[config.mk]
export PLATFORM = sky130hd
export DESIGN_NAME = bounded_list_deque
export DESIGN_NICKNAME = d
export VERILOG_FILES = /design/src/hw/rtl/bld_pkg.sv /design/src/hw/rtl/bld_store.sv /design/src/hw/rtl/bld_ctrl.sv /design/src/hw/rtl/bounded_list_deque.sv
export SDC_FILE = /design/constraint.sdc
export NUM_CORES = 1
export LEC_CHECK = 0
export BUFFER_PORTS_ARGS = -buffer_cell sky130_fd_sc_hd__buf_4
export CORE_ASPECT_RATIO = 0.5
export CORE_MARGIN = 5
export CORE_UTILIZATION = 50
export CTS_CLUSTER_DIAMETER = 50
export DETAILED_ROUTE_END_ITERATION = 10
export GPL_TIMING_DRIVEN = 0
export PLACE_DENSITY = 0.66
export SETUP_SLACK_MARGIN = 0.1
export SYNTH_ARGS = -nofsm -noshare
export SYNTH_HDL_FRONTEND = slang
export SYNTH_HIERARCHICAL = 1
export SYNTH_SLANG_ARGS = --single-unit
export TNS_END_PERCENT = 1
[constraint.sdc]
create_clock -name clk -period 15.85 [get_ports clk]
set_clock_uncertainty 0.1 [all_clocks]
set_input_delay 1.585 -clock clk [delete_from_list [all_inputs] [get_ports clk]]
set_output_delay 1.585 -clock clk [all_outputs]
set_load 0.05 [all_outputs]
[src/hw/rtl/bld_pkg.sv]
// ----------------------------------------------------------------------------
// bld_pkg
// Shared types and codes for the bounded list deque: request and response
// beats, operation codes and status codes.
// ----------------------------------------------------------------------------
package bld_pkg;

    // operation codes
    localparam logic [2:0] OP_PUSH_FRONT = 3'd0;
    localparam logic [2:0] OP_PUSH_BACK  = 3'd1;
    localparam logic [2:0] OP_POP_FRONT  = 3'd2;
    localparam logic [2:0] OP_POP_BACK   = 3'd3;
    localparam logic [2:0] OP_DELETE     = 3'd4;
    localparam logic [2:0] OP_CONTAINS   = 3'd5;
    localparam logic [2:0] OP_HEAD       = 3'd6;
    localparam logic [2:0] OP_TAIL       = 3'd7;

    // status codes
    localparam logic [1:0] ST_OK       = 2'd0;
    localparam logic [1:0] ST_EMPTY    = 2'd1;
    localparam logic [1:0] ST_FULL     = 2'd2;
    localparam logic [1:0] ST_NOTFOUND = 2'd3;

    // request beat
    typedef struct packed {
        logic [2:0]  op;
        logic [31:0] value;
    } bld_req_t;

    // response beat
    typedef struct packed {
        logic [31:0] result_value;
        logic        found;
        logic [4:0]  entry_count;
        logic [1:0]  status;
    } bld_resp_t;

endpackage

[src/hw/rtl/bld_store.sv]
// ----------------------------------------------------------------------------
// bld_store
// Entry memory of the list: one write port and one read port, read data
// registered. Contents are undefined until written.
// ----------------------------------------------------------------------------
module bld_store #(
    parameter int DEPTH       = 16,
    parameter int VALUE_WIDTH = 32
) (
    input  logic                           clk,
    input  logic                           we,
    input  logic [$clog2(DEPTH)-1:0]       waddr,
    input  logic [VALUE_WIDTH-1:0]         wdata,
    input  logic [$clog2(DEPTH)-1:0]       raddr,
    output logic [VALUE_WIDTH-1:0]         rdata
);

    logic [VALUE_WIDTH-1:0] mem [DEPTH];
    logic [VALUE_WIDTH-1:0] rdata_reg;

    // write port and registered read port
    always_ff @(posedge clk)
    begin
        if (we)
        begin
            mem[waddr] <= wdata;
        end
        rdata_reg <= mem[raddr];
    end

    assign rdata = rdata_reg;

endmodule

[src/hw/rtl/bld_ctrl.sv]
// ----------------------------------------------------------------------------
// bld_ctrl
// Sequencer of the list: holds the entry count and walks the entry memory
// one position a cycle to shift entries up or down and to search for a key
// with a single shared compare.
// ----------------------------------------------------------------------------
module bld_ctrl #(
    parameter int DEPTH       = 16,
    parameter int VALUE_WIDTH = 32
) (
    input  logic                         clk,
    input  logic                         rst_n,
    input  logic                         start,
    input  bld_pkg::bld_req_t            req,
    output logic                         busy,
    output logic                         mem_we,
    output logic [$clog2(DEPTH)-1:0]     mem_waddr,
    output logic [VALUE_WIDTH-1:0]       mem_wdata,
    output logic [$clog2(DEPTH)-1:0]     mem_raddr,
    input  logic [VALUE_WIDTH-1:0]       mem_rdata,
    output logic                         fin,
    output bld_pkg::bld_resp_t           fin_resp
);
    import bld_pkg::*;

    localparam int AW = $clog2(DEPTH);
    localparam int CW = $clog2(DEPTH + 1);

    // sequencer states
    localparam logic [2:0] S_IDLE = 3'd0;
    localparam logic [2:0] S_EXEC = 3'd1;
    localparam logic [2:0] S_SHUP = 3'd2;
    localparam logic [2:0] S_SHDN = 3'd3;
    localparam logic [2:0] S_SCAN = 3'd4;
    localparam logic [2:0] S_RDWT = 3'd5;

    logic [2:0]             state_reg, state_next;
    logic [CW-1:0]          count_reg, count_next;
    logic                   rd_done_reg, rd_done_next;
    logic                   pend_reg, pend_next;
    logic                   pend_first_reg, pend_first_next;
    logic [2:0]             op_reg, op_next;
    logic [VALUE_WIDTH-1:0] key_reg, key_next;
    logic [AW-1:0]          idx_reg, idx_next;
    logic [AW-1:0]          pend_addr_reg, pend_addr_next;
    logic [VALUE_WIDTH-1:0] res_reg, res_next;

    logic [CW-1:0]          cnt_m1;
    logic [AW-1:0]          last_idx;
    logic                   is_full;
    logic                   is_empty;
    logic                   key_hit;

    assign cnt_m1   = count_reg - CW'(1);
    assign last_idx = cnt_m1[AW-1:0];
    assign is_full  = (count_reg == CW'(DEPTH));
    assign is_empty = (count_reg == '0);
    assign key_hit  = (mem_rdata == key_reg);
    assign busy     = (state_reg != S_IDLE);

    // next state and memory access
    always_comb
    begin
        state_next      = state_reg;
        count_next      = count_reg;
        rd_done_next    = rd_done_reg;
        pend_next       = pend_reg;
        pend_first_next = pend_first_reg;
        op_next         = op_reg;
        key_next        = key_reg;
        idx_next        = idx_reg;
        pend_addr_next  = pend_addr_reg;
        res_next        = res_reg;
        mem_we          = 1'b0;
        mem_waddr       = '0;
        mem_wdata       = key_reg;
        mem_raddr       = '0;
        fin             = 1'b0;
        fin_resp        = '0;
        fin_resp.status = ST_OK;

        case (state_reg)
            S_IDLE:
            begin
                if (start)
                begin
                    op_next    = req.op;
                    key_next   = VALUE_WIDTH'(req.value);
                    state_next = S_EXEC;
                end
            end

            // dispatch on the captured request
            S_EXEC:
            begin
                idx_next        = '0;
                rd_done_next    = 1'b0;
                pend_next       = 1'b0;
                pend_first_next = 1'b1;
                res_next        = '0;
                case (op_reg)
                    OP_PUSH_FRONT:
                    begin
                        if (is_full)
                        begin
                            fin             = 1'b1;
                            fin_resp.status = ST_FULL;
                            state_next      = S_IDLE;
                        end
                        else if (is_empty)
                        begin
                            mem_we     = 1'b1;
                            mem_waddr  = '0;
                            count_next = count_reg + CW'(1);
                            fin        = 1'b1;
                            state_next = S_IDLE;
                        end
                        else
                        begin
                            idx_next   = last_idx;
                            state_next = S_SHUP;
                        end
                    end
                    OP_PUSH_BACK:
                    begin
                        if (is_full)
                        begin
                            fin_resp.status = ST_FULL;
                        end
                        else
                        begin
                            mem_we     = 1'b1;
                            mem_waddr  = count_reg[AW-1:0];
                            count_next = count_reg + CW'(1);
                        end
                        fin        = 1'b1;
                        state_next = S_IDLE;
                    end
                    OP_POP_FRONT:
                    begin
                        if (is_empty)
                        begin
                            fin             = 1'b1;
                            fin_resp.status = ST_EMPTY;
                            state_next      = S_IDLE;
                        end
                        else
                        begin
                            state_next = S_SHDN;
                        end
                    end
                    OP_POP_BACK, OP_HEAD, OP_TAIL:
                    begin
                        if (is_empty)
                        begin
                            fin             = 1'b1;
                            fin_resp.status = ST_EMPTY;
                            state_next      = S_IDLE;
                        end
                        else
                        begin
                            mem_raddr  = (op_reg == OP_HEAD) ? '0 : last_idx;
                            state_next = S_RDWT;
                        end
                    end
                    OP_DELETE, OP_CONTAINS:
                    begin
                        if (is_empty)
                        begin
                            fin = 1'b1;
                            if (op_reg == OP_DELETE)
                            begin
                                fin_resp.status = ST_NOTFOUND;
                            end
                            state_next = S_IDLE;
                        end
                        else
                        begin
                            state_next = S_SCAN;
                        end
                    end
                    default:
                    begin
                        fin        = 1'b1;
                        state_next = S_IDLE;
                    end
                endcase
            end

            // move entries up one place, top first, then put key at the head
            S_SHUP:
            begin
                if (!rd_done_reg)
                begin
                    mem_raddr      = idx_reg;
                    pend_next      = 1'b1;
                    pend_addr_next = idx_reg;
                    if (idx_reg == '0)
                    begin
                        rd_done_next = 1'b1;
                    end
                    else
                    begin
                        idx_next = idx_reg - AW'(1);
                    end
                end
                else
                begin
                    pend_next = 1'b0;
                end
                if (pend_reg)
                begin
                    mem_we    = 1'b1;
                    mem_waddr = pend_addr_reg + AW'(1);
                    mem_wdata = mem_rdata;
                end
                else if (rd_done_reg)
                begin
                    mem_we     = 1'b1;
                    mem_waddr  = '0;
                    mem_wdata  = key_reg;
                    count_next = count_reg + CW'(1);
                    fin        = 1'b1;
                    state_next = S_IDLE;
                end
            end

            // drop the first entry read and move the rest down one place
            S_SHDN:
            begin
                if (!rd_done_reg)
                begin
                    mem_raddr      = idx_reg;
                    pend_next      = 1'b1;
                    pend_addr_next = idx_reg;
                    if (idx_reg == last_idx)
                    begin
                        rd_done_next = 1'b1;
                    end
                    else
                    begin
                        idx_next = idx_reg + AW'(1);
                    end
                end
                else
                begin
                    pend_next = 1'b0;
                end
                if (pend_reg)
                begin
                    pend_first_next = 1'b0;
                    if (pend_first_reg)
                    begin
                        if (op_reg == OP_POP_FRONT)
                        begin
                            res_next = mem_rdata;
                        end
                    end
                    else
                    begin
                        mem_we    = 1'b1;
                        mem_waddr = pend_addr_reg - AW'(1);
                        mem_wdata = mem_rdata;
                    end
                end
                else if (rd_done_reg)
                begin
                    count_next = cnt_m1;
                    fin        = 1'b1;
                    if (op_reg == OP_POP_FRONT)
                    begin
                        fin_resp.result_value = 32'(res_reg);
                    end
                    fin_resp.found = (op_reg == OP_DELETE);
                    state_next     = S_IDLE;
                end
            end

            // search from the head for the first entry equal to the key
            S_SCAN:
            begin
                if (!rd_done_reg)
                begin
                    mem_raddr      = idx_reg;
                    pend_next      = 1'b1;
                    pend_addr_next = idx_reg;
                    if (idx_reg == last_idx)
                    begin
                        rd_done_next = 1'b1;
                    end
                    else
                    begin
                        idx_next = idx_reg + AW'(1);
                    end
                end
                else
                begin
                    pend_next = 1'b0;
                end
                if (pend_reg && key_hit)
                begin
                    if (op_reg == OP_DELETE)
                    begin
                        idx_next        = pend_addr_reg;
                        rd_done_next    = 1'b0;
                        pend_next       = 1'b0;
                        pend_first_next = 1'b1;
                        state_next      = S_SHDN;
                    end
                    else
                    begin
                        fin            = 1'b1;
                        fin_resp.found = 1'b1;
                        state_next     = S_IDLE;
                    end
                end
                else if (rd_done_reg && !pend_reg)
                begin
                    fin = 1'b1;
                    if (op_reg == OP_DELETE)
                    begin
                        fin_resp.status = ST_NOTFOUND;
                    end
                    state_next = S_IDLE;
                end
            end

            // single read for pop back and peeks
            S_RDWT:
            begin
                fin_resp.result_value = 32'(mem_rdata);
                if (op_reg == OP_POP_BACK)
                begin
                    count_next = cnt_m1;
                end
                fin        = 1'b1;
                state_next = S_IDLE;
            end

            default:
            begin
                state_next = S_IDLE;
            end
        endcase

        fin_resp.entry_count = 5'(count_next);
    end

    // control registers
    always_ff @(posedge clk or negedge rst_n)
    begin
        if (!rst_n)
        begin
            state_reg      <= S_IDLE;
            count_reg      <= '0;
            rd_done_reg    <= 1'b0;
            pend_reg       <= 1'b0;
            pend_first_reg <= 1'b1;
        end
        else
        begin
            state_reg      <= state_next;
            count_reg      <= count_next;
            rd_done_reg    <= rd_done_next;
            pend_reg       <= pend_next;
            pend_first_reg <= pend_first_next;
        end
    end

    // payload registers
    always_ff @(posedge clk)
    begin
        op_reg        <= op_next;
        key_reg       <= key_next;
        idx_reg       <= idx_next;
        pend_addr_reg <= pend_addr_next;
        res_reg       <= res_next;
    end

    // checks
    assert property (@(posedge clk) disable iff (!rst_n)
        count_reg <= CW'(DEPTH))
        else $error("entry count beyond depth");

    assert property (@(posedge clk) disable iff (!rst_n)
        fin |=> (state_reg == S_IDLE))
        else $error("sequencer not idle after finishing");

    assert property (@(posedge clk) disable iff (!rst_n)
        (state_reg == S_IDLE) |-> !mem_we)
        else $error("memory written while idle");

    assert property (@(posedge clk) disable iff (!rst_n)
        (fin && fin_resp.status == ST_EMPTY) |-> (fin_resp.result_value == '0))
        else $error("empty answer carries a value");

endmodule

[src/hw/rtl/bounded_list_deque.sv]
// ----------------------------------------------------------------------------
// bounded_list_deque
// Bounded ordered list held densely from position 0, served as a deque with
// delete-by-value and membership test.
//
//   channel   | signals          | handshake
//   ----------+------------------+-----------------------------------------
//   request   | start, req       | beat taken when start is high, busy low
//   response  | done, resp       | one-cycle strobe, always taken
//
// Push back finishes in the dispatch state; peeks and pop back pass through
// a read wait state; push front, pop front, contains and delete walk the list.
// Walks are bounded by the single memory read port, walked one entry a cycle
// by the sequencer.
// busy is high from the cycle after accept until the result strobe.
// Reset empties the list; there is no clearing pass over the memory.
// The receiver cannot stall: each result is strobed on done for one cycle only.
// ----------------------------------------------------------------------------
module bounded_list_deque #(
    parameter int DEPTH       = 16,
    parameter int VALUE_WIDTH = 32
) (
    input  logic                 clk,
    input  logic                 rst_n,
    input  logic                 start,
    input  bld_pkg::bld_req_t    req,
    output logic                 busy,
    output logic                 done,
    output bld_pkg::bld_resp_t   resp
);
    import bld_pkg::*;

    localparam int AW = $clog2(DEPTH);

    logic                   mem_we;
    logic [AW-1:0]          mem_waddr;
    logic [VALUE_WIDTH-1:0] mem_wdata;
    logic [AW-1:0]          mem_raddr;
    logic [VALUE_WIDTH-1:0] mem_rdata;
    logic                   fin;
    bld_resp_t              fin_resp;

    logic                   done_reg;
    bld_resp_t              resp_reg;

    // entry memory
    bld_store #(
        .DEPTH       (DEPTH),
        .VALUE_WIDTH (VALUE_WIDTH)
    ) u_store (
        .clk   (clk),
        .we    (mem_we),
        .waddr (mem_waddr),
        .wdata (mem_wdata),
        .raddr (mem_raddr),
        .rdata (mem_rdata)
    );

    // sequencer
    bld_ctrl #(
        .DEPTH       (DEPTH),
        .VALUE_WIDTH (VALUE_WIDTH)
    ) u_ctrl (
        .clk       (clk),
        .rst_n     (rst_n),
        .start     (start),
        .req       (req),
        .busy      (busy),
        .mem_we    (mem_we),
        .mem_waddr (mem_waddr),
        .mem_wdata (mem_wdata),
        .mem_raddr (mem_raddr),
        .mem_rdata (mem_rdata),
        .fin       (fin),
        .fin_resp  (fin_resp)
    );

    // response strobe
    always_ff @(posedge clk or negedge rst_n)
    begin
        if (!rst_n)
        begin
            done_reg <= 1'b0;
        end
        else
        begin
            done_reg <= fin;
        end
    end

    // response beat
    always_ff @(posedge clk)
    begin
        if (fin)
        begin
            resp_reg <= fin_resp;
        end
    end

    assign done = done_reg;
    assign resp = resp_reg;

endmodule
After elaboration in Yosys (flattened, before gate mapping) --
Memories as Yosys holds them, arrays and structs flattened. A register that Yosys moved wholly into a read port is not among the register bits. Cells that the tools add are included.
Word-level totals: input bits 38, memories 1, memory bits (writable) 512, register bits after elaboration 127, output and inout bits 42
Operators by class: add/subtract/negate cells 6, reduce and logical (&&, ||, !) cells 25, bitwise operators 1, eq/ne operators 26, multiplexer cells 99
Memories:
- u_store.mem | depth 16, width 32, read ports 1, clocked after Yosys merged registers in 1, wr ports 1, RTL line bld_store.sv:18 | logic [VALUE_WIDTH-1:0] mem [DEPTH];
Operators by type and width (number):
- $mux 32 | 7
- $pmux 32 s2 | 3
- $mux 4 | 18
- $mux 33 | 2
- $mux 5 | 8
- $eq 32x32->1 | 1
- $mux 1 | 28
- $mux 3 | 8
- $pmux 5 s4 | 1
- $eq 3x3->1 const B | 6
- $mux 2 | 8
- $pmux 4 s4 | 1
- $pmux 3 s5 | 1
- $eq 3x2->1 const B | 4
- $ne 2x1->1 const B | 6
- $pmux 1 s3 | 4
- $pmux 3 s4 | 1
- $pmux 4 s3 | 1
- $reduce_and 4->1 | 3
- $pmux 5 s2 | 1
- $reduce_bool 3->1 | 3
- $add 4x1->4 const B | 2
- $ne 2x2->1 const B | 4
- $pmux 1 s4 | 2
- 25 further kinds | 34

Longest topological paths before layout --
Gate-level depths: netlist of the first run.
word-level depth 7, gate-level depth with buffers 11

Hierarchy --
The synthesis of the first run kept the hierarchy.
Modules (own cells, without submodules):
- bld_store | instances 1, sequential area each 16015.4 um^2, area an instance 19835.3 um^2, cells an instance 838
- bld_ctrl | instances 1, sequential area each 2528.7 um^2, area an instance 5539.1 um^2, cells an instance 534
- bounded_list_deque | instances 1, sequential area each 1226.2 um^2, area an instance 1226.2 um^2, cells an instance 41

Worst setup path before layout of the first run --
OpenSTA, ideal clock, no wires.
path kind flip-flop to flip-flop, start point register u_ctrl.state_reg[2], end point memory u_store.mem[0][0], enable pin, data arrival time 4.437 ns, path buffers 2, stages on the path, launching flop included 11, setup slack 10.852 ns, cells stage by stage dfrtp_1 > clkbuf_1 > nand2b_1 > nor2_2 > nand2_1 > nand2_1 > buf_2 > a21oi_1 > nand2_1 > or3b_2 > nor3_1
Between the ends: word-level cells in the longest chain between the ends 4
Ends and longest elaborated chain:
- start: declaration | RTL line bld_ctrl.sv:37 | logic [2:0] state_reg, state_next;
- start signal: assignment | RTL line bld_ctrl.sv:362 | state_reg <= state_next;
- $eq 3x2->1 or $eq 3x1->1 (tied branches) | RTL line bld_ctrl.sv:82 | case (state_reg)
- $pmux 1 s3 (*) | RTL line bld_ctrl.sv:82
- named net mem_we | RTL line bounded_list_deque.sv:35 | logic mem_we;
- $mux 1 (*) | RTL line bld_store.sv:24 | if (we)
- $mux 1 (not written as such) (*) | RTL line bld_store.sv:26 | mem[waddr] <= wdata;
- end: declaration | RTL line bld_store.sv:18
The timed path passes the listed nets; every way through them passes the cells marked *.

Final worst setup path of the first run --
start point register u_ctrl.state_reg[0], end point memory u_store.mem[0][15], enable pin
The elaborated chain is that of the path after synthesis.

==> results of run 1 <==
[critical path, delay by kind of cell, from the launching register on]
family / cells / cell delay (ns)
AND/OR/NAND/NOR: 6 / 2.47
flip-flops: 1 / 0.34
AO/OA/AOI/OAI: 1 / 0.09
buffers and inverters: 6 / 1.87
[stage by stage]
step	power [mW]	hold WS, ns	utilization, %	setup WS [ns]
after global routing	5.87	0.366	58.5	10.52
after global placement	4.20	0.335	53.7	6.60
final	5.63	0.357	58.5	10.66
after detailed placement	4.26	0.340	55.0	10.73
after floorplan	3.62	0.324	-	10.85
after CTS	5.64	0.355	58.5	10.74
[worst paths after layout]
path                                                      start                                 to  cells past startpoint
worst max-delay path            u_ctrl/state_reg[0]$_DFFE_PN0P_       u_store/mem[0][15]$_DFFE_PP_                     13
worst min register to register      u_ctrl/idx_reg[3]$_DFFE_PP_  u_ctrl/pend_addr_reg[3]$_DFFE_PP_                      0
worst min-delay path                u_ctrl/idx_reg[3]$_DFFE_PP_  u_ctrl/pend_addr_reg[3]$_DFFE_PP_                      0
min in group asynchronous                                 rst_n      u_ctrl/count_reg[0]$_DFF_PN0_                      1
max in group asynchronous                                 rst_n  u_ctrl/pend_first_reg$_DFFE_PN1P_                      1
worst max register to register  u_ctrl/state_reg[0]$_DFFE_PN0P_       u_store/mem[0][15]$_DFFE_PP_                     13
[layer usage]
| layer | up-vias | wire [um] |
|---|---|---|
| li1 | 6085 | - |
| met1 | 7674 | 28200 |
| met3 | 92 | 6880 |
| met4 | 0 | 1420 |
| met5 | - | 0 |
| met2 | 785 | 32900 |
[logic make-up (layout without fill, tap and decap cells)]
logic type / count (synthesis) / after routing / synth area share (%)
DFF: 671 / 671 / 74.3
and+or+nand+nor: 248 / 248 / 4.91
AOI/OAI and AO/OA: 192 / 192 / 5.29
muxes: 160 / 160 / 12.2
buffers and inverters: 96 / 312 / 1.58
xor gates and xnor gates: 37 / 37 / 1.27
adders and majority gates: 9 / 9 / 0.423
[power by group through the flow]
| stage | clock [mW] | sequential (mW) | combinational (mW) |
|---|---|---|---|
| 3_5_place_dp | 0 | 2.45 | 1.82 |
| 5_1_grt | 1.48 | 2.43 | 1.95 |
| 4_1_cts | 1.41 | 2.41 | 1.83 |
| 2_1_floorplan | 0 | 2.55 | 1.06 |
| 6_report | 1.38 | 2.41 | 1.84 |
| 3_3_place_gp | 0 | 2.46 | 1.74 |
[final cells by class]
type	count	area, um2	area share (%)
repair buffers	113	1120	3.67
plain buffers	79	355	1.16
clock buffers	68	1470	4.80
well taps	701	877	2.87
multi-input cells	646	6550	21.4
clock inverters	35	363	1.19
inverters	17	63.8	0.209
flip-flops and latches	671	19800	64.7
[synthesized netlist by cell type, types with 6 or more instances]
master / number
dfxtp_1: 32
dfrtp_1: 11
buf_2: 14
nor2_1: 39
mux2_2: 31
a22oi_1: 64
nor3_1: 15
nand3_1: 11
and2_1: 30
buf_4: 11
a21oi_1: 19
xnor2_1: 19
ha_1: 9
nand2_1: 82
nor2b_1: 7
clkbuf_1: 42
nand2b_1: 12
inv_1: 17
edfxtp_1: 627
xor2_1: 17
o21ai_0: 23
a22o_1: 32
mux4_2: 128
a31oi_1: 6
buf_1: 12
==> reports/qor.yml, run 1 <==
outcome:
  outcome: "finished, final reports clean"
detailed_routing:
  first_pass_iters: 7
  wl_mm: 69.4
  wl_per_cell_um: 29.8
  vias_per_cell: 6.28
  antenna_left: 0
  drt_iter0_drc: 1783
  vias: 14600
  drc: 0
logic_synthesis:
  yosys.cell_types.count: 79
  synth_top_cell_area_share_pct: 70.8
  syn_nets: 1460
  synth_edf_count: 627
  async_reset_ff_share_pct: 1.79
  yosysSeqAreaShare_pct: 74.3
  ys_ff_latch: 671
  synth_area_leader_cell: "edfxtp_1"
  synthCells: 1413
  synth.avg_cell_area_um2: 18.8
  synth_area_leaders: "edfxtp_1, mux4_2, dfxtp_1"
  synthFlopType: "edfxtp_1"
  netlist_area_um2: 26600
  yosys_warnings: 6
clock_network:
  clock_latency_ns: 0.61
  cts-root-buf: "clkbuf_16"
  clk_pin_slew_ns: 0.07
  htreeDepth: 2
  tritoncts: "done"
  cts_buffer_depth: 3
  holdBufCountCts: 0
  cts_buffers: 56
  postCtsSetupRepairBufs: 0
  ctsResizeCount: 0
  cts_sinks: 671
cells_and_area:
  fillers: 3787
  layout_common_cells: "edfxtp_1, mux4_2, buf_4"
  final_area_um2: 30600
  layout_commonest_cell: "edfxtp_1"
  drive_gt1_share_pct: 25.4
  area_delta_synth_final_pct: 14.9
  layout.cells.non_filler: 2330
  diodes: 0
  layout.nets: 1631
  largest_register_ffs: 512
timing:
  fin_crit_ns: 5.19
  hold_viol_final: 0
  setup_tns_ns: 0
  finalSetupViolCount: 0
  worstMarginPinSlew_ns: 1.07
  relSlewSlack_pct: 28.0
  rsz0062_at_grt: "false"
  min_period_over_period_pct: 32.7
  clock.fmax_mhz: 193
  finalMaxSlewViolations: 0
pwr:
  p_sw_mw: 1.94
  p_leak_nw: 9.84
  clkPwrFrac_pct: 24.5
  power_density_nw_per_um2: 184
  p_int_mw: 3.69
  pwr-share-seq_pct: 42.8
  vdd_drop_max_mv: 0.0908
  combPwrFrac_pct: 32.7
  swShare_pct: 34.4
worst_setup_path:
  cp.required_ns: 16.06
  critical_path.most_common_cell: "buf_6"
  crit_arrival_ns: 5.40
  critPathMaxStageDelay_ns: 0.71
  cp-end-kind: "flip-flop"
  slowest_stage: "nand2_1"
  crit_chain: "clkbuf_1 -> and3b_1 -> buf_2 -> nand3b_1 -> nand2_1 -> buf_2 -> a21oi_1 -> nand2_1 -> or3b_2 -> nor3_2 -> buf_6 -> buf_6 -> buf_6"
  r2r_slack_ns: 10.66
  worst_setup_path_start_kind: "flip-flop"
  worstPathMaxFanout: 10
  crit_type: "flip-flop to flip-flop"
grt:
  grt_pass1_vias: 14700
  grt-ovfl-total: 0
  grt_max_degree: 29
  grt.met3_usage_pct: 5.21
  antenna_found_initial: 0
  grt.busiest_layer: "met2"
  use_met2_pct: 37.8
  grt.total_usage_pct: 23.7
  grt_util_met1_pct: 34.2
  grt_pass1_wl_mm: 101
placed_design:
  dp.cells: 2226
  place_congestion: 0.841
  place_area_um2: 28700
  io_buffers: 79
  hpwl_mm: 46.2
floorplan:
  io-pin-count: 80
  core_um2: 52300
  num_rows: 59
  die_w_um: 336
  die_area_um2: 58200
  start_util_pct: 50.9
  die_h_um: 173
worst_hold_path:
  hold_path_class: "flip-flop to flip-flop"
flow_run:
  cap_violations: 0
Note: power is estimated with default switching activity, not from simulation.
==> run 2, diff against run 1 <==
--- a/config.mk
+++ b/config.mk
@@ -5,6 +5,7 @@
 export SDC_FILE = /design/constraint.sdc
 export NUM_CORES = 1
 export LEC_CHECK = 0
+export ABC_AREA = 1
 export BUFFER_PORTS_ARGS = -buffer_cell sky130_fd_sc_hd__buf_4
 export CORE_ASPECT_RATIO = 0.5
 export CORE_MARGIN = 5
==> constraint.sdc (replaced) <==
create_clock -name clk -period 5.05 [get_ports clk]
set_clock_uncertainty 0.1 [all_clocks]
set_input_delay 0.505 -clock clk [delete_from_list [all_inputs] [get_ports clk]]
set_output_delay 0.505 -clock clk [all_outputs]
set_load 0.05 [all_outputs]
==> reports/qor.yml, run 2 <==
floorplan:
  core_um2: 59000  # +13%
  die_area_um2: 64800  # +11%
  io-pin-count: 80  # unchanged
  die_w_um: 355  # +5.6%
  num_rows: 63  # +6.8%
  die_h_um: 182  # +5.4%
  start_util_pct: 50.4  # -0.51 points
logic_synthesis:
  synth_area_leaders: "edfxtp_1, nand2_1, nand3_1"
  synth.avg_cell_area_um2: 10.0  # -47%
  netlist_area_um2: 29700  # +12%
  synth_edf_count: 627  # unchanged
  synthCells: 2962  # +110%
  syn_nets: 3009  # +110%
  synthTopCellsByCount: "nand2_1, edfxtp_1, inv_1, nand3_1, nor2_1"
  yosys.cell_types.count: 40  # -49%
  async_reset_ff_share_pct: 1.79  # unchanged
  yosysMostFrequentCell: "nand2_1"
  synth_area_leader_cell: "edfxtp_1"
  ys_ff_latch: 671  # unchanged
  yosys_warnings: 6  # unchanged
  synth_top_cell_area_share_pct: 63.3  # -7.5 points
  yosysSeqAreaShare_pct: 66.5  # -7.9 points
  synthFlopType: "edfxtp_1"
worst_setup_path:
  worst_setup_path_start_kind: "flip-flop"
  cp.required_ns: 5.48  # -10.58 ns
  cp-end-kind: "flip-flop"
  crit_arrival_ns: 5.13  # -0.27 ns
  worstPathMaxFanout: 10  # unchanged
  crit_type: "flip-flop to flip-flop"
  r2r_cells: 11  # -2
timing:
  clock.fmax_mhz: 213  # +10%
  finalMaxSlewViolations: 0  # unchanged
  rsz0062_at_grt: "false"
  relSlewSlack_pct: 31.5  # +3.4 points
  hold_viol_final: 0  # unchanged
  finalSetupViolCount: 0  # unchanged
  setup_ws_ns: 0.351  # -10.31 ns
  min_period_over_period_pct: 93.0  # +60 points
  worstMarginPinSlew_ns: 1.02  # -0.0564 ns
  fin_crit_ns: 4.70  # -0.490 ns
pwr:
  pwr-share-seq_pct: 37.6  # -5.2 points
  total_power_mw: 20.1  # +260%
  swShare_pct: 41.0  # +6.6 points
  combPwrFrac_pct: 38.5  # +5.8 points
  vdd_drop_max_mv: 0.364  # +300%
  p_leak_nw: 14.7  # +49%
  p_int_mw: 11.9  # +220%
  clkPwrFrac_pct: 24.0  # -0.5 points
  p_sw_mw: 8.25  # +330%
  power_density_nw_per_um2: 586  # +220%
placed_design:
  place_congestion: 0.906  # +7.7%
  pre_cts_ws_ns: 0.544  # -10.18 ns
  hpwl_mm: 58.9  # +28%
  io_buffers: 79  # unchanged
grt:
  grt_pass1_wl_mm: 125  # +24%
  grt-ovfl-total: 0  # unchanged
  antenna_found_initial: 1  # +1
  grt_max_degree: 29  # unchanged
  grt_pass1_vias: 20300  # +38%
  grt.total_usage_pct: 25.8  # +2.1 points
worst_hold_path:
  hold_path_class: "primary input to asynchronous set/reset pin"
cells_and_area:
  fillers: 4793  # +27%
  layout_commonest_cell: "nand2_1"
  drive_gt1_share_pct: 9.74  # -16 points
  largest_register_ffs: 512  # unchanged
  multi_input_area_um2: 7290  # +11%
  layout.nets: 3207  # +97%
  layout_common_cells: "nand2_1, edfxtp_1, inv_1"
  seqCellArea_um2: 19800  # unchanged
  area_delta_synth_final_pct: 15.5
clock_network:
  clk_pin_slew_ns: 0.07  # about the same
  cts-root-buf: "clkbuf_16"
  clock_latency_ns: 0.63  # +0.02 ns
  htreeDepth: 2  # unchanged
  cts_buffer_depth: 3  # unchanged
  ctsResizeCount: 0  # unchanged
  cts_buffers: 60  # +7.1%
  tritoncts: "done"
  cts_sinks: 671  # unchanged
detailed_routing:
  antenna_left: 0  # unchanged
  first_pass_iters: 6  # -1
  drt_iter0_drc: 2721  # +53%
  wl_mm: 84.3  # +22%
  vias_per_cell: 5.40  # -14%
  vias: 21600  # +47%
  wl_per_cell_um: 21.1  # -29%
  drc: 0  # unchanged
flow_run:
  cap_violations: 0  # unchanged
outcome:
  outcome: "finished, final reports clean"
[run 2: cell types whose count changed after synthesis, moves of 34 or more]
cell	change
buf_2	+34
o21ai_0	+68
nor2_1	+61
nand2_1	+797
mux4_2	-128
inv_1	+517
nand3_1	+443
a22oi_1	-64
[run 2: per-layer routing]
metal  part of all wire [%]  track usage (%)
met1                     42             36.3
met2                     44             39.9
met3                     12             7.68
met4                    2.4             6.38
met5                      0                0
[run 2: final cells by class]
class	instances	share of cell area [%]
inverters	542	5.93
clock inverters	43	1.43
multi-input cells	1623	21.2
flip-flops and latches	671	57.5
diodes	2	0.0146
clock buffers	71	4.64
well taps	780	2.84
repair buffers	136	4.09
plain buffers	126	2.30
[run 2: through the flow]
step                utilization [%]  hold WS, ns  area, um2  setup TNS (ns)  std cells
finish                         58.2        0.169      34400               0       3994
global route                   58.2        0.166      34400               0       3992
CTS                            58.2        0.156      34400               0       3992
detailed placement             54.0        0.268      31900               0       3842
global placement               53.0        0.267      31300         -392.58       3821
floorplan                         -        0.109      29700               0       2962
[run 2: repair_timing]
item | CTS | global route
hold buffers | 36 | 0
endpoints found under the hold margin | 47 | 0
setup buffers | 0 | 0
[run 2: cells by family after synthesis]
kind of cell | count (synthesis) | synth area share, %
flip-flops | 671 | 66.5
AO/OA/AOI/OAI | 119 | 2.14
XOR/XNOR | 18 | 0.530
adder cells (fa/ha/maj) | 9 | 0.379
buffers and inverters | 668 | 9.50
AND/OR/NAND/NOR | 1477 | 21.0
[run 2: power groups by stage]
stage / logic (mW) / registers (mW) / clock network, mW
2_1_floorplan: 3.91 / 8.19 / 0
3_3_place_gp: 7.28 / 7.72 / 0
3_5_place_dp: 7.48 / 7.69 / 0
4_1_cts: 7.55 / 7.57 / 4.88
5_1_grt: 8.30 / 7.63 / 5.13
6_report: 7.75 / 7.57 / 4.83
[run 2: final timing paths]
path | slack [ns] | end | start
worst max-delay path | 0.35 | u_store/rdata[19]$_DFF_P_ | u_ctrl/state_reg[0]$_DFFE_PN0P_
worst min-delay path | 0.17 | done$_DFF_PN0_ | rst_n
worst max register to register | 0.35 | u_store/rdata[19]$_DFF_P_ | u_ctrl/state_reg[0]$_DFFE_PN0P_
worst min register to register | 0.43 | u_ctrl/pend_first_reg$_DFFE_PN1P_ | u_ctrl/pend_first_reg$_DFFE_PN1P_
max in group asynchronous | 4.43 | u_ctrl/pend_first_reg$_DFFE_PN1P_ | rst_n
min in group clk | 0.25 | u_ctrl/state_reg[0]$_DFFE_PN0P_ | start
[run 2: worst max-delay path, cell delays in order, from the launching register on]
cell      delay [ns]
dfrtp_1         0.49
nor3_1          0.83
nor2_1          0.21
nor2_1          0.45
inv_1           0.17
o22ai_1         0.60
buf_4           0.31
clkbuf_1        0.56
nand3_1         0.17
nand3_1         0.13
nand3_1         0.30
nand2_1         0.26
==> run 3, diff against run 2 <==
--- a/config.mk
+++ b/config.mk
@@ -15,6 +15,7 @@
 export GPL_TIMING_DRIVEN = 0
 export PLACE_DENSITY = 0.66
 export SETUP_SLACK_MARGIN = 0.1
+export SLEW_MARGIN = 0
 export SYNTH_ARGS = -nofsm -noshare
 export SYNTH_HDL_FRONTEND = slang
 export SYNTH_HIERARCHICAL = 1
==> constraint.sdc (replaced) <==
create_clock -name clk -period 5.05 [get_ports clk]
set_clock_uncertainty 0.1 [all_clocks]
set_input_delay 0.2525 -clock clk [delete_from_list [all_inputs] [get_ports clk]]
set_output_delay 0.2525 -clock clk [all_outputs]
set_load 0.05 [all_outputs]
==> reports/qor.yml, run 3 (synthesis results as in run 2) <==
placed_design:
  hpwl_mm: 58.9  # unchanged
  pre_cts_ws_ns: 0.544  # unchanged
  io_buffers: 79  # unchanged
  place_congestion: 0.906  # unchanged
  place_area_um2: 31900  # unchanged
cells_and_area:
  drive_gt1_share_pct: 9.74  # about the same
  layout.nets: 3209  # +0.062%
  multi_input_area_um2: 7290  # unchanged
  seqCellArea_um2: 19800  # unchanged
  layout_common_cells: "nand2_1, edfxtp_1, inv_1"
  fillers: 4793  # unchanged
  area_delta_synth_final_pct: 15.6  # about the same
  layout_commonest_cell: "nand2_1"
  final_area_um2: 34400  # about the same
  largest_register_ffs: 512  # unchanged
floorplan:
  core_um2: 59000  # unchanged
  start_util_pct: 50.4  # unchanged
  die_h_um: 182  # unchanged
  num_rows: 63  # unchanged
  die_area_um2: 64800  # unchanged
  die_w_um: 355  # unchanged
  io-pin-count: 80  # unchanged
clock_network:
  ctsResizeCount: 0  # unchanged
  cts_sinks: 671  # unchanged
  cts_buffers: 60  # unchanged
  holdBufCountCts: 38  # +5.6%
  clock_latency_ns: 0.64  # about the same
  postCtsSetupRepairBufs: 0  # unchanged
  clk_pin_slew_ns: 0.07  # about the same
  cts-root-buf: "clkbuf_16"
  htreeDepth: 2  # unchanged
  cts_buffer_depth: 3  # unchanged
  tritoncts: "done"
worst_setup_path:
  crit_arrival_ns: 5.13  # about the same
  worst_setup_path_start_kind: "flip-flop"
  r2r_end: "u_store/rdata[9]$_DFF_P_"
  r2r_cells: 11  # unchanged
  crit_path_end: "u_store/rdata[9]$_DFF_P_"
  crit_chain: "nor3_1 -> nor2_1 -> nor2_1 -> inv_1 -> o22ai_1 -> buf_4 -> clkbuf_1 -> nand3_1 -> nand3_1 -> nand3_1 -> nand2_1"
  crit_type: "flip-flop to flip-flop"
  cp.required_ns: 5.49  # about the same
  r2r-start: "u_ctrl/state_reg[0]$_DFFE_PN0P_"
  crit_start: "u_ctrl/state_reg[0]$_DFFE_PN0P_"
  cp-end-kind: "flip-flop"
  r2r_slack_ns: 0.36  # about the same
  critPathMaxStageDelay_ns: 0.83  # about the same
  worstPathMaxFanout: 10  # unchanged
  slowest_stage: "nor3_1"
  critical_path.most_common_cell: "nand3_1"
flow_run:
  cap_violations: 0  # unchanged
grt:
  grt_pass1_vias: 20300  # +0.035%
  antenna_found_initial: 1  # unchanged
  grt_max_degree: 29  # unchanged
  grt-ovfl-total: 0  # unchanged
  grt_pass1_wl_mm: 125  # about the same
  grt.total_usage_pct: 25.8  # +0.026 points
timing:
  rsz0062_at_grt: "false"
  finalSetupViolCount: 0  # unchanged
  hold_viol_final: 0  # unchanged
  finalMaxSlewViolations: 0  # unchanged
  clock.fmax_mhz: 213  # +0.24%
  setup_ws_ns: 0.363  # +0.0115 ns
  relSlewSlack_pct: 34.6  # +3.1 points
  fin_crit_ns: 4.69  # -0.0115 ns
  min_period_over_period_pct: 92.8  # -0.23 points
  worstMarginPinSlew_ns: 0.974  # -0.0433 ns
detailed_routing:
  vias_per_cell: 5.39  # -0.16%
  antenna_left: 0  # unchanged
  vias: 21500  # -0.11%
  first_pass_iters: 6  # unchanged
  wl_per_cell_um: 21.2  # +0.17%
  wl_mm: 84.5  # +0.22%
  drc: 0  # unchanged
  drt_iter0_drc: 2573  # -5.4%
pwr:
  power_density_nw_per_um2: 586  # about the same
  vdd_drop_max_mv: 0.365  # +0.31%
  p_leak_nw: 14.7  # about the same
worst_hold_path:
  hold_path_class: "primary input to asynchronous set/reset pin"
outcome:
  outcome: "finished, final reports clean"
-- run 3: metrics by stage --
step	TNS [ns]	hold slack, ns	std cells	util [%]	total power, mW
2_1_floorplan	0	-0.143	2962	-	12.1
3_3_place_gp	-392.58	0.0143	3821	53.0	15.0
3_5_place_dp	0	0.0151	3842	54.0	15.2
4_1_cts	0	0.0251	3994	58.2	20.0
5_1_grt	0	0.0291	3994	58.2	21.1
6_report	0	0.0393	3996	58.2	20.1
-- run 3: worst min-delay path by stage --
stage | startpoint | to | slack [ns] | cells past startpoint
2_1_floorplan | rst_n | done$_DFF_PN0_ | -0.14 | 0
3_3_place_gp | rst_n | u_ctrl/count_reg[2]$_DFF_PN0_ | 0.01 | 1
3_5_place_dp | rst_n | u_ctrl/count_reg[2]$_DFF_PN0_ | 0.02 | 1
4_1_cts | rst_n | u_ctrl/pend_first_reg$_DFFE_PN1P_ | 0.03 | 2
5_1_grt | rst_n | u_ctrl/pend_first_reg$_DFFE_PN1P_ | 0.03 | 2
6_report | rst_n | u_ctrl/pend_first_reg$_DFFE_PN1P_ | 0.04 | 2
-- run 3: power breakdown --
part	internal (mW)	leakage, nW	switching [mW]
combinational	1.95	7.54	5.81
clock	2.74	1.02	2.09
sequential	7.21	6.14	0.361
total	11.9	14.7	8.25
-- run 3: final cells by class --
class	count	area share, %
clock buffer	71	4.64
inverter	542	5.93
buffer	126	2.30
clock inverter	43	1.43
timing repair buffer	138	4.15
antenna	2	0.0146
multi-input combinational	1623	21.2
tap	780	2.84
sequential	671	57.5
-- run 3: worst max-delay path, delay by kind of cell (launching register included) --
kind | cells | cell delay (ns)
buf+inv | 3 | 1.08
flops | 1 | 0.49
compound gates | 1 | 0.58
simple gates | 7 | 2.35
-- run 3: metal layers --
metal	GRT usage [%]	up-vias	share of wire, %
met5	0	-	0
met4	6.38	0	2.5
met3	7.68	154	12
met2	39.9	1113	44
met1	36.3	10200	42
li1	-	10000	-
